## src/rtl/mhla_pkg.sv

```systemverilog
// ----------------------------------------------------------------------------
// mhla_pkg
// Shared types and constants of the median level alarm: beat layouts,
// register indexes, level codes and the control bundles of the cell ring.
// ----------------------------------------------------------------------------
package mhla_pkg;

    localparam int WINDOW  = 9;
    localparam int DIST_W  = 13;
    localparam int MARGIN_W = 10;
    localparam int CONF_W  = 4;
    localparam int LVL_W   = 2;
    localparam int TOTAL_W = 32;
    localparam int CNT_W   = $clog2(WINDOW + 1);
    localparam int STEP_W  = (WINDOW > 1) ? $clog2(WINDOW) : 1;
    localparam int CFG_IDX_W = 3;
    localparam int CFG_DATA_W = DIST_W;

    // register indexes
    localparam logic [CFG_IDX_W-1:0] REG_DANGER    = 3'd0;
    localparam logic [CFG_IDX_W-1:0] REG_EMERGENCY = 3'd1;
    localparam logic [CFG_IDX_W-1:0] REG_MARGIN    = 3'd2;
    localparam logic [CFG_IDX_W-1:0] REG_CONFIRM   = 3'd3;
    localparam logic [CFG_IDX_W-1:0] REG_MIN_VALID = 3'd4;
    localparam logic [CFG_IDX_W-1:0] REG_MAX_VALID = 3'd5;

    // level codes
    localparam logic [LVL_W-1:0] LVL_NORMAL    = 2'd0;
    localparam logic [LVL_W-1:0] LVL_DANGER    = 2'd1;
    localparam logic [LVL_W-1:0] LVL_EMERGENCY = 2'd2;

    typedef struct packed {
        logic              mode;
        logic [DIST_W-1:0] distance;
    } in_beat_t;

    typedef struct packed {
        logic [LVL_W-1:0]   level;
        logic [DIST_W-1:0]  smoothed;
        logic               rejected;
        logic               level_changed;
        logic [TOTAL_W-1:0] rejected_total;
        logic [TOTAL_W-1:0] accepted_total;
    } out_beat_t;

    // control of one ring cell
    typedef struct packed {
        logic shift_en;   // new sample enters at the head
        logic rot_en;     // ring turns by one place
        logic tag_load;   // occupancy tags are set up for a scan
    } cell_ctrl_t;

    // debounce state of the level tracker
    typedef struct packed {
        logic [LVL_W-1:0]  stable;
        logic [LVL_W-1:0]  cand;
        logic [CONF_W-1:0] run;
    } lvl_state_t;

    typedef struct packed {
        lvl_state_t nxt;
        logic       changed;
    } lvl_update_t;

endpackage

```

## src/rtl/mhla_cell.sv

```systemverilog
// ----------------------------------------------------------------------------
// mhla_cell
// One window entry of the sample ring: holds a distance and an occupancy tag,
// passes both to its neighbor and compares its entry with the broadcast
// candidate during the median scan.
// ----------------------------------------------------------------------------
module mhla_cell import mhla_pkg::*; (
    input  logic              aclk,
    input  cell_ctrl_t        ctrl,
    input  logic [DIST_W-1:0] data_in,
    input  logic              tag_in,
    input  logic              tag_init,
    input  logic [DIST_W-1:0] probe,
    output logic [DIST_W-1:0] data_out,
    output logic              tag_out,
    output logic              below,
    output logic              not_above
);

    logic [DIST_W-1:0] data_reg;
    logic              tag_reg;

    always_ff @(posedge aclk) begin
        if (ctrl.shift_en || ctrl.rot_en) begin
            data_reg <= data_in;
        end
        if (ctrl.tag_load) begin
            tag_reg <= tag_init;
        end else if (ctrl.rot_en) begin
            tag_reg <= tag_in;
        end
    end

    assign data_out  = data_reg;
    assign tag_out   = tag_reg;
    assign below     = tag_reg && (data_reg < probe);
    assign not_above = tag_reg && (data_reg <= probe);

endmodule

```

## src/rtl/mhla_level.sv

```systemverilog
// ----------------------------------------------------------------------------
// mhla_level
// Level classifier with hysteresis and the confirm run that debounces the
// stable level.
// ----------------------------------------------------------------------------
module mhla_level import mhla_pkg::*; (
    input  logic [DIST_W-1:0]   median,
    input  lvl_state_t          cur,
    input  logic [DIST_W-1:0]   danger_th,
    input  logic [DIST_W-1:0]   emergency_th,
    input  logic [MARGIN_W-1:0] margin,
    input  logic [CONF_W-1:0]   confirm,
    output lvl_update_t         upd
);

    logic [DIST_W:0]    dang_out;
    logic [DIST_W:0]    emer_out;
    logic [DIST_W:0]    med_ext;
    logic [LVL_W-1:0]   cls;
    logic [CONF_W-1:0]  run_inc;

    assign dang_out = {1'b0, danger_th} + (DIST_W+1)'(margin);
    assign emer_out = {1'b0, emergency_th} + (DIST_W+1)'(margin);
    assign med_ext  = {1'b0, median};
    assign run_inc  = cur.run + 1'b1;

    always_comb begin
        case (cur.stable)
            LVL_NORMAL: begin
                if (median <= emergency_th)   cls = LVL_EMERGENCY;
                else if (median <= danger_th) cls = LVL_DANGER;
                else                          cls = LVL_NORMAL;
            end
            LVL_DANGER: begin
                if (median <= emergency_th)   cls = LVL_EMERGENCY;
                else if (med_ext > dang_out)  cls = LVL_NORMAL;
                else                          cls = LVL_DANGER;
            end
            LVL_EMERGENCY: begin
                if (med_ext > emer_out) begin
                    cls = (med_ext > dang_out) ? LVL_NORMAL : LVL_DANGER;
                end else begin
                    cls = LVL_EMERGENCY;
                end
            end
            default: cls = cur.stable;
        endcase
    end

    always_comb begin
        upd.nxt     = cur;
        upd.changed = 1'b0;
        if (cls == cur.stable) begin
            upd.nxt.run = '0;
        end else if (cls == cur.cand) begin
            upd.nxt.run = run_inc;
            if (run_inc >= confirm) begin
                upd.nxt.stable = cls;
                upd.nxt.run    = '0;
                upd.changed    = 1'b1;
            end
        end else begin
            upd.nxt.cand = cls;
            upd.nxt.run  = CONF_W'(1);
        end
    end

endmodule

```

## src/rtl/median_hysteresis_level_alarm_core.sv

```systemverilog
// ----------------------------------------------------------------------------
// median_hysteresis_level_alarm_core
// Running median of distance samples with a debounced, hysteresis based
// three level alarm.
// ----------------------------------------------------------------------------
// One input beat is taken at a time. A sample that lands in the window (or a
// rejected one while the window holds entries) passes through the scan state
// and then the finish state, which loads its result; only then can the next
// beat be accepted. The median is found by turning the ring of window cells
// once, one candidate entry per cycle, with every cell comparing itself
// against it. A clear command, or a rejected sample with an empty window,
// goes from accept straight to the finish state. The result sits in an output
// register, so the next beat is accepted while the previous result still
// waits; that next beat then holds in the finish state until the previous
// result is taken. Configuration writes take effect at once and are meant for
// idle periods only.
// ----------------------------------------------------------------------------
module median_hysteresis_level_alarm_core import mhla_pkg::*; (
    input  logic                  aclk,
    input  logic                  aresetn,
    input  logic                  s_valid,
    output logic                  s_ready,
    input  in_beat_t              s_data,
    output logic                  m_valid,
    input  logic                  m_ready,
    output out_beat_t             m_data,
    input  logic                  cfg_wr_en,
    input  logic [CFG_IDX_W-1:0]  cfg_index,
    input  logic [CFG_DATA_W-1:0] cfg_wdata
);

    typedef enum logic [1:0] {ST_IDLE, ST_SCAN, ST_FINISH} state_t;

    state_t              state_reg;
    logic [DIST_W-1:0]   danger_reg, emergency_reg, min_valid_reg, max_valid_reg;
    logic [MARGIN_W-1:0] margin_reg;
    logic [CONF_W-1:0]   confirm_reg;
    logic [CNT_W-1:0]    fill_reg;
    logic [STEP_W-1:0]   step_reg;
    lvl_state_t          lvl_reg;
    logic [TOTAL_W-1:0]  rej_total_reg, acc_total_reg;
    logic [DIST_W-1:0]   smooth_reg;
    logic                rejected_reg;
    logic                track_reg;     // level update due at finish
    logic                m_valid_reg;
    out_beat_t           m_data_reg;

    logic                s_fire, out_free, out_load, is_sample, is_reject;
    logic [CNT_W-1:0]    fill_next, half, lt_cnt, le_cnt;
    logic [DIST_W-1:0]   head_in, probe;
    logic                probe_tag, hit;
    cell_ctrl_t          cctrl;
    logic [DIST_W-1:0]   cell_data [WINDOW];
    logic [WINDOW-1:0]   cell_tag, lt_vec, le_vec;
    lvl_update_t         upd;

    assign s_ready  = (state_reg == ST_IDLE);
    assign s_fire   = s_valid && s_ready;
    assign out_free = !m_valid_reg || m_ready;
    assign out_load = (state_reg == ST_FINISH) && out_free;
    assign is_reject = !s_data.mode &&
                       ((s_data.distance < min_valid_reg) || (s_data.distance > max_valid_reg));
    assign is_sample = !s_data.mode && !is_reject;

    always_comb begin
        fill_next = fill_reg;
        if (is_sample && (fill_reg < CNT_W'(WINDOW))) begin
            fill_next = fill_reg + 1'b1;
        end
    end

    assign cctrl.shift_en = s_fire && is_sample;
    assign cctrl.rot_en   = (state_reg == ST_SCAN);
    assign cctrl.tag_load = s_fire;
    assign head_in = cctrl.shift_en ? s_data.distance : cell_data[WINDOW-1];

    // ring of window cells, head at cell 0
    for (genvar i = 0; i < WINDOW; i++) begin : g_cell
        mhla_cell u_cell (
            .aclk      (aclk),
            .ctrl      (cctrl),
            .data_in   ((i == 0) ? head_in : cell_data[(i == 0) ? 0 : i-1]),
            .tag_in    (cell_tag[(i == 0) ? WINDOW-1 : i-1]),
            .tag_init  (CNT_W'(i) < fill_next),
            .probe     (probe),
            .data_out  (cell_data[i]),
            .tag_out   (cell_tag[i]),
            .below     (lt_vec[i]),
            .not_above (le_vec[i])
        );
    end

    // candidate is the tail cell; it is the median when its rank straddles half
    assign probe     = cell_data[WINDOW-1];
    assign probe_tag = cell_tag[WINDOW-1];
    assign half      = fill_reg >> 1;
    assign lt_cnt    = CNT_W'($countones(lt_vec));
    assign le_cnt    = CNT_W'($countones(le_vec));
    assign hit       = probe_tag && (lt_cnt <= half) && (le_cnt > half);

    mhla_level u_level (
        .median       (smooth_reg),
        .cur          (lvl_reg),
        .danger_th    (danger_reg),
        .emergency_th (emergency_reg),
        .margin       (margin_reg),
        .confirm      (confirm_reg),
        .upd          (upd)
    );

    always_ff @(posedge aclk) begin
        if (!aresetn) begin
            state_reg     <= ST_IDLE;
            danger_reg    <= DIST_W'(1600);
            emergency_reg <= DIST_W'(1360);
            margin_reg    <= MARGIN_W'(80);
            confirm_reg   <= CONF_W'(5);
            min_valid_reg <= DIST_W'(80);
            max_valid_reg <= DIST_W'(6400);
            fill_reg      <= '0;
            step_reg      <= '0;
            lvl_reg       <= '{stable: LVL_NORMAL, cand: LVL_NORMAL, run: '0};
            rej_total_reg <= '0;
            acc_total_reg <= '0;
            track_reg     <= 1'b0;
            m_valid_reg   <= 1'b0;
        end else begin
            if (cfg_wr_en) begin
                case (cfg_index)
                    REG_DANGER:    danger_reg    <= cfg_wdata;
                    REG_EMERGENCY: emergency_reg <= cfg_wdata;
                    REG_MARGIN:    margin_reg    <= cfg_wdata[MARGIN_W-1:0];
                    REG_CONFIRM:   confirm_reg   <= cfg_wdata[CONF_W-1:0];
                    REG_MIN_VALID: min_valid_reg <= cfg_wdata;
                    REG_MAX_VALID: max_valid_reg <= cfg_wdata;
                    default: ;
                endcase
            end

            // a new result loads, or a waiting one stays until taken
            m_valid_reg <= out_load || (m_valid_reg && !m_ready);

            case (state_reg)
                ST_IDLE: begin
                    if (s_fire) begin
                        step_reg     <= '0;
                        rejected_reg <= is_reject;
                        track_reg    <= is_sample;
                        if (s_data.mode) begin
                            fill_reg      <= '0;
                            lvl_reg.cand  <= lvl_reg.stable;
                            lvl_reg.run   <= '0;
                            rej_total_reg <= '0;
                            acc_total_reg <= '0;
                            smooth_reg    <= '0;
                            state_reg     <= ST_FINISH;
                        end else if (is_reject) begin
                            rej_total_reg <= rej_total_reg + 1'b1;
                            smooth_reg    <= s_data.distance;
                            state_reg     <= (fill_reg == '0) ? ST_FINISH : ST_SCAN;
                        end else begin
                            acc_total_reg <= acc_total_reg + 1'b1;
                            fill_reg      <= fill_next;
                            state_reg     <= ST_SCAN;
                        end
                    end
                end
                ST_SCAN: begin
                    if (hit) begin
                        smooth_reg <= probe;
                    end
                    step_reg <= step_reg + 1'b1;
                    if (step_reg == STEP_W'(WINDOW - 1)) begin
                        state_reg <= ST_FINISH;
                    end
                end
                ST_FINISH: begin
                    if (out_free) begin
                        if (track_reg) begin
                            lvl_reg <= upd.nxt;
                        end
                        m_data_reg.level          <= track_reg ? upd.nxt.stable
                                                               : lvl_reg.stable;
                        m_data_reg.smoothed       <= smooth_reg;
                        m_data_reg.rejected       <= rejected_reg;
                        m_data_reg.level_changed  <= track_reg && upd.changed;
                        m_data_reg.rejected_total <= rej_total_reg;
                        m_data_reg.accepted_total <= acc_total_reg;
                        state_reg   <= ST_IDLE;
                    end
                end
                default: state_reg <= ST_IDLE;
            endcase
        end
    end

    assign m_valid = m_valid_reg;
    assign m_data  = m_data_reg;

    a_fill_bound: assert property (@(posedge aclk) disable iff (!aresetn)
        fill_reg <= CNT_W'(WINDOW))
        else $error("window fill count beyond window size");

    a_clear_empties: assert property (@(posedge aclk) disable iff (!aresetn)
        s_fire && s_data.mode |=> (fill_reg == '0) && (acc_total_reg == '0))
        else $error("clear beat did not empty the window");

    a_change_moves: assert property (@(posedge aclk) disable iff (!aresetn)
        (state_reg == ST_FINISH) && out_free && track_reg && upd.changed
        |=> lvl_reg.stable != $past(lvl_reg.stable))
        else $error("level change flagged without a new stable level");

endmodule
```

## config.mk

```make
export PLATFORM = sky130hd
export DESIGN_NAME = median_hysteresis_level_alarm_core
export DESIGN_NICKNAME = d
export VERILOG_FILES = /design/src/rtl/mhla_pkg.sv /design/src/rtl/mhla_cell.sv /design/src/rtl/mhla_level.sv /design/src/rtl/median_hysteresis_level_alarm_core.sv
export SDC_FILE = /design/constraint.sdc
export NUM_CORES = 1
export LEC_CHECK = 0
export BUFFER_PORTS_ARGS = -buffer_cell sky130_fd_sc_hd__buf_4
export CORE_MARGIN = 3
export CORE_UTILIZATION = 57
export CTS_BUF_LIST = sky130_fd_sc_hd__clkbuf_16
export DETAILED_ROUTE_END_ITERATION = 12
export GPL_TIMING_DRIVEN = 1
export MAX_ROUTING_LAYER = met4
export PLACE_DENSITY = 0.79
export SYNTH_ARGS = -nofsm -noshare
export SYNTH_HDL_FRONTEND = slang
export SYNTH_SLANG_ARGS = --single-unit
```

## constraint.sdc

```tcl
create_clock -name aclk -period 7.9 [get_ports aclk]
set_input_delay 0.395 -clock aclk [delete_from_list [all_inputs] [get_ports aclk]]
set_output_delay 0.395 -clock aclk [all_outputs]
set_load 0.02 [all_outputs]
```

# [After elaboration in Yosys (flattened, before gate mapping)]
# Index checks and enable logic that the tools add are counted.
[word_totals] register_bits=371 out_inout_bits=83
[classes] n_addsub=23 n_lt_le_gt_ge=37 n_eq_ne=22 muxes=61 reduce_logical=61
[op_table] cell="13-bit less-or-equal comparator" n=11
[op_table] cell="13-bit less-than comparator" n=10
[op_table] cell="32-bit two-way mux" n=4
[op_table] cell="13-bit two-way mux" n=5
[op_table] cell="32-bit by 1-bit adder with 32-bit output, second input constant" n=2
[op_table] cell="13-bit by 10-bit adder with 14-bit output" n=2
[op_table] cell="13-bit by 14-bit greater-than comparator with 1-bit output" n=2
[op_table] cell="1-bit logical AND" n=28
[op_table] cell="4-bit two-way mux" n=7
[op_table] cell="2-bit two-way mux" n=13
[op_table] cell="13-bit one-hot mux with 2 select lines" n=1
[op_table] cell="6-bit two-way mux" n=4
[op_table] cell="1-bit two-way mux" n=22
[op_table] cell="3-bit AND reduction" n=6
[op_table] cell="1-bit by 1-bit adder with 2-bit output" n=8
[op_table] cell="3-bit by 4-bit less-than comparator with 1-bit output, first input constant" n=4
[op_table] cell="2-bit AND reduction" n=8
[op_table] cell="2-bit inequality test, second input constant" n=7
[op_table] cell="13-bit greater-than comparator" n=1
[op_table] cell="2-bit by 2-bit adder with 3-bit output" n=4
[op_table] cell="4-bit by 1-bit adder with 4-bit output, second input constant" n=3
[op_table] cell="2-bit one-hot mux with 3 select lines" n=2
[op_table] cell="6-bit one-hot mux with 2 select lines" n=1
[op_table] cell="5-bit AND reduction" n=2
[op_table] cell="27 further kinds" n=47

# [Logic depth before layout (Yosys ltp)]
[depth] ltp_word=11 mapped_depth=26

# [By module]
# Synthesis repeated with hierarchy kept, for this count alone.
[hier_totals] cells_unflattened=2101 hier_area_um2=20861.3
[by_module_without_submodules] mod="median_hysteresis_level_alarm_core" instances=1 cells_per_inst=1181 area_per_inst_um2=11340.9 seq_area_each_um2=5855.6
[by_module_without_submodules] mod="mhla_cell" instances=9 cells_per_inst=66 area_per_inst_um2=782.0 seq_area_each_um2=420.4
[by_module_without_submodules] mod="mhla_level" instances=1 cells_per_inst=326 area_per_inst_um2=2482.4 seq_area_each_um2=0.0

# [Least setup slack after synthesis]
# OpenSTA, ideal clock, no wires.
[synth_path] path_type="register -> register" startpoint="register state_reg[1]" endpoint="register lvl_reg[7] (netlist name)" setup_ns=0.079 t_arrival_ns=6.937 required_time_ns=7.821 setup_slack_ns=0.884 stages_incl_launch_ff=7 path_cell_list="dfxtp_1 clkbuf_1 nand2b_1 nor3_1 and2_1 o2111ai_1 o211ai_1"
[synth_via] elab_chain_cells=2
[synth_lines] element="start: declaration" line_no="median_hysteresis_level_alarm_core.sv:34" text="state_t state_reg;"
[synth_lines] element="start signal: assignment" line_no="median_hysteresis_level_alarm_core.sv:160" text="state_reg <= (fill_reg == '0) ? ST_FINISH : ST_SCAN;"
[synth_lines] element="2-bit equality test" line_no="median_hysteresis_level_alarm_core.sv:143" text="case (state_reg)"
[synth_lines] element="3-bit AND reduction (no source line)"
[synth_lines] element="end signal: assignment" line_no="median_hysteresis_level_alarm_core.sv:122" text="lvl_reg <= '{stable: LVL_NORMAL, cand: LVL_NORMAL, run: '0};"
[synth_lines] element="end signal: assignment" line_no="median_hysteresis_level_alarm_core.sv:180" text="lvl_reg <= upd.nxt;"
[synth_lines] element="end: declaration" line_no="median_hysteresis_level_alarm_core.sv:40" text="lvl_state_t lvl_reg;"
# Every way passes these cells.
# A chain may end at the register's enable or synchronous reset.

# [Final worst setup path]
[layout_path] startpoint="register g_cell[8].u_cell.data_reg[1]" endpoint="register smooth_reg[12] (enable)"
[layout_via] elab_chain_cells=11 word_cells_on_any_way=58 classes_between="16 x add/sub; 20 x order compare; 1 x eq/ne; 21 x reduce/logical"
[layout_lines] element="start: declaration" line_no="mhla_cell.sv:20" text="logic [DIST_W-1:0] data_reg;"
[layout_lines] element="start signal: assignment" line_no="mhla_cell.sv:25" text="data_reg <= data_in;"
[layout_lines] element="13-bit less-than comparator" line_no="mhla_cell.sv:36" text="assign below = tag_reg && (data_reg < probe);"
[layout_lines] element="1-bit logical AND" line_no="mhla_cell.sv:36"
[layout_lines] element="1-bit by 1-bit adder with 2-bit output (not written as such)" line_no="median_hysteresis_level_alarm_core.sv:97" text="assign lt_cnt = CNT_W'($countones(lt_vec));"
[layout_lines] element="2-bit by 2-bit adder with 3-bit output (not written as such)" line_no="median_hysteresis_level_alarm_core.sv:97"
[layout_lines] element="3-bit by 3-bit adder with 4-bit output (not written as such)" line_no="median_hysteresis_level_alarm_core.sv:97"
[layout_lines] element="4-bit by 1-bit adder with 4-bit output (not written as such)" line_no="median_hysteresis_level_alarm_core.sv:97"
[layout_lines] element="4-bit by 3-bit less-or-equal comparator with 1-bit output" line_no="median_hysteresis_level_alarm_core.sv:99" text="assign hit = probe_tag && (lt_cnt <= half) && (le_cnt > half);"
[layout_lines] element="1-bit logical AND" line_no="median_hysteresis_level_alarm_core.sv:99"
[layout_lines] element="1-bit logical AND (*)" line_no="median_hysteresis_level_alarm_core.sv:99"
[layout_lines] element="2-bit inequality test (no source line) (*)"
[layout_lines] element="5-bit AND reduction (no source line) (*)"
[layout_lines] element="end signal: assignment" line_no="median_hysteresis_level_alarm_core.sv:159" text="smooth_reg <= s_data.distance;"
[layout_lines] element="end signal: assignment" line_no="median_hysteresis_level_alarm_core.sv:170" text="smooth_reg <= probe;"
[layout_lines] element="end: declaration" line_no="median_hysteresis_level_alarm_core.sv:42" text="logic [DIST_W-1:0] smooth_reg;"
# Every way passes the cells marked *; elsewhere a longest branch is shown, timed or not.

==> impl_metrics.yaml <==
sta:
  hold_viol_final: 0
  fin_skew_ns: 0.0228
  worstMarginPinSlew_ns: 1.21
  drv_slew: 0
  post-route-period-util_pct: 84.1
  setup_tns_ns: 0
  setup_viol: 0
  relSlewSlack_pct: 19.0
  timing.final.crit_period_ns: 6.64
  rsz0062_at_grt: "no"
  fmaxAchievable_ghz: 0.151
  fin_ws_ns: 1.26
pwr:
  p_sw_share_pct: 27.8
  ir_drop_v: 0.000184
  p_int_uw: 3440
  p_leak_uw: 0.00862
  pwr-share-seq_pct: 46.8
  power_switching_uw: 1330
  total_power_uw: 4770
  p_per_area_nw_per_um2: 217
  pwr-share-comb_pct: 17.4
  clkPwrFrac_pct: 35.8
cells_and_area:
  final_common_cell: "ha_1"
  num-fill-cells: 2561
  final-seq-area_sq_um: 9640
  nNetsFinal: 2252
  mostFrequentLayoutCells: "223 x ha_1, 221 x edfxtp_1, 210 x nand2_1"
  drive_above_1_share_pct: 10.3
  area_delta_synth_final_pct: 13.3
  largest_reg_flops: 117
  final_area_sq_um: 22000
  final_util_pct: 66.7
  multi_input_area_sq_um: 9120
place:
  pre_cts_slack_ns: 1.30
  dpl-instance-area_sq_um: 20800
  io_buffers: 117
  gp_congestion: 0.946
  dp_hpwl_um: 36000
synthesis:
  syn_inst: 1856
  synth_enable_flop_cells: 221
  synth_seq_area_share_pct: 49.6
  synth_top_flop_cell: "edfxtp_1"
  synth.ff_latch_count: 371
  syn_nets: 2125
  yosys.area.top_type: "edfxtp_1"
  avgSynthCellArea_sq_um: 10.5
  synthTopCellsByArea: "edfxtp_1 34%, dfxtp_1 15%, ha_1 14%, nand2_1 4.1%, a21oi_1 3.7%"
  netlist_area_sq_um: 19400
  netlist.area_leader.share_pct: 34.1
  yosysWarnings: 0
  synth_async_sr_flop_share_pct: 0
  synth.distinct_cells: 66
worst_setup_path:
  crit_path_top_delay_cell: "fa_1"
  cp_max_fo: 13
  required_ns: 8.12
  start_kind: "flip-flop"
  critPathKind: "flip-flop to flip-flop"
  critPathCaptureType: "flip-flop"
  slowest_delay_ns: 0.56
  cp.arrival_ns: 6.86
detailed_routing:
  top_layer_used: "met4"
  m1WireLength_um: 21600
  drt_iter0_markers: 1082
  wl_met2_um: 22800
  drt_first_pass_iters: 5
  wirelength_um: 49500
  vias_per_cell: 5.98
  drc: 0
  ant_nets: 0
  dr_wl_met3_um: 3710
  wire_per_inst_um: 20.2
  routed-via-count: 14690
floorplan:
  die_y_um: 191
  fp-row-count: 66
  fp.dieW_um: 191
  die_area_sq_um: 36300
  coreArea_sq_um: 33000
  ios: 118
  start_util_pct: 58.8
grt:
  gr-total-overflow: 0
  grt_start_max_net_pins: 79
  grt_pass1_vias: 14443
  grt_pass1_wl_um: 78300
  antenna_found_initial: 0
  grt_usage_pct: 28.1
hold_path:
  hold_path_class: "input port to flip-flop"
clock_tree:
  ctsResizeCount: 0
  cts_tree: "yes"
  htree_levels: 2
  clk_path_buf_depth: 3
  clk_pin_slew_ns: 0.06
  cts-buffers-inserted: 39
  holdBufCountCts: 0
  insertion_delay_ns: 0.53
  cts_setup_buffers: 0
  clockRootBuffer: "clkbuf_16"
  cts_sinks: 371
run_status:
  status: "finished, final reports clean"
flow_run:
  cap_violations: 0
-- layer usage --
metal	global-route usage, %	vias up
met2	44.4	576
met1	38.2	7043
met5	-	-
met3	4.15	100
met4	7.65	0
li1	-	6971
-- cell families after synthesis --
family	Yosys count	share of synthesized area (%)
and+or+nand+nor	587	14.6
AOI/OAI and AO/OA	393	12.7
DFF	371	49.6
adders and majority gates	234	15.5
buffers and inverters	187	3.66
xor gates and xnor gates	73	3.29
muxes	11	0.592
-- cell usage after synthesis (all sizes together), types with 5 or more instances --
master	n
o21ai	71
o21a	33
nand2	211
nor2	110
and3	10
a211o	8
inv	137
xor2	32
or4	5
o31ai	10
a211oi	13
and4	6
dfxtp	150
a21boi	7
fa	11
nor3	28
ha	223
o211ai	23
xnor2	41
nand3b	17
nand2b	22
a2111oi	7
or3	8
mux2i	7
nor2b	31
nand4	48
edfxtp	221
clkbuf	47
nor4	15
a31oi	7
and2	14
nand3	49
a22oi	6
a21oi	146
a21o	27
o2111ai	5
o21bai	8
-- power by group through the flow --
stage | sequential (uW) | clock (uW) | combinational, uW
after CTS | 2230 | 1730 | 826
after global routing | 2240 | 1810 | 934
final | 2230 | 1710 | 832
after detailed placement | 2270 | 0 | 818
after floorplan | 2260 | 0 | 558
after global placement | 2270 | 0 | 785
-- through the flow --
stage	std cells	hold slack, ns
2_1_floorplan	1856	0.400
3_3_place_gp	2384	0.407
3_5_place_dp	2384	0.417
4_1_cts	2455	0.126
5_1_grt	2455	0.153
6_report	2456	0.140
-- worst max-delay path, delay by kind of cell (launching register included) --
family | cells | cell delay (ns)
buffers and inverters | 5 | 0.69
DFF | 1 | 0.36
adders and majority gates | 7 | 2.96
AOI/OAI and AO/OA | 11 | 1.71
and+or+nand+nor | 3 | 0.62
-- layout make-up --
type,instances,share of cell area (%)
clock buffers,40,4.55
inverters,138,2.35
multi-input cells,1298,41.4
well taps,442,2.51
diodes,1,0.0114
flip-flops and latches,371,43.8
repair buffers,135,4.60
clock inverters,31,0.790
-- final timing paths --
| check | startpoint | to | slack (ns) | cells past startpoint |
|---|---|---|---|---|
| worst max-delay path | g_cell[8].u_cell.data_out[1]$_DFFE_PP_ | smooth_reg[12]$_DFFE_PP_ | 1.26 | 26 |
| worst min-delay path | cfg_wdata[4] | margin_reg[4]$_SDFFE_PN1P_ | 0.14 | 3 |
| worst max register to register | g_cell[8].u_cell.data_out[1]$_DFFE_PP_ | smooth_reg[12]$_DFFE_PP_ | 1.26 | 26 |
| worst min register to register | rejected_reg$_DFFE_PP_ | m_data[65]$_DFFE_PP_ | 0.44 | 0 |
Note: power is estimated with default switching activity, not from simulation.
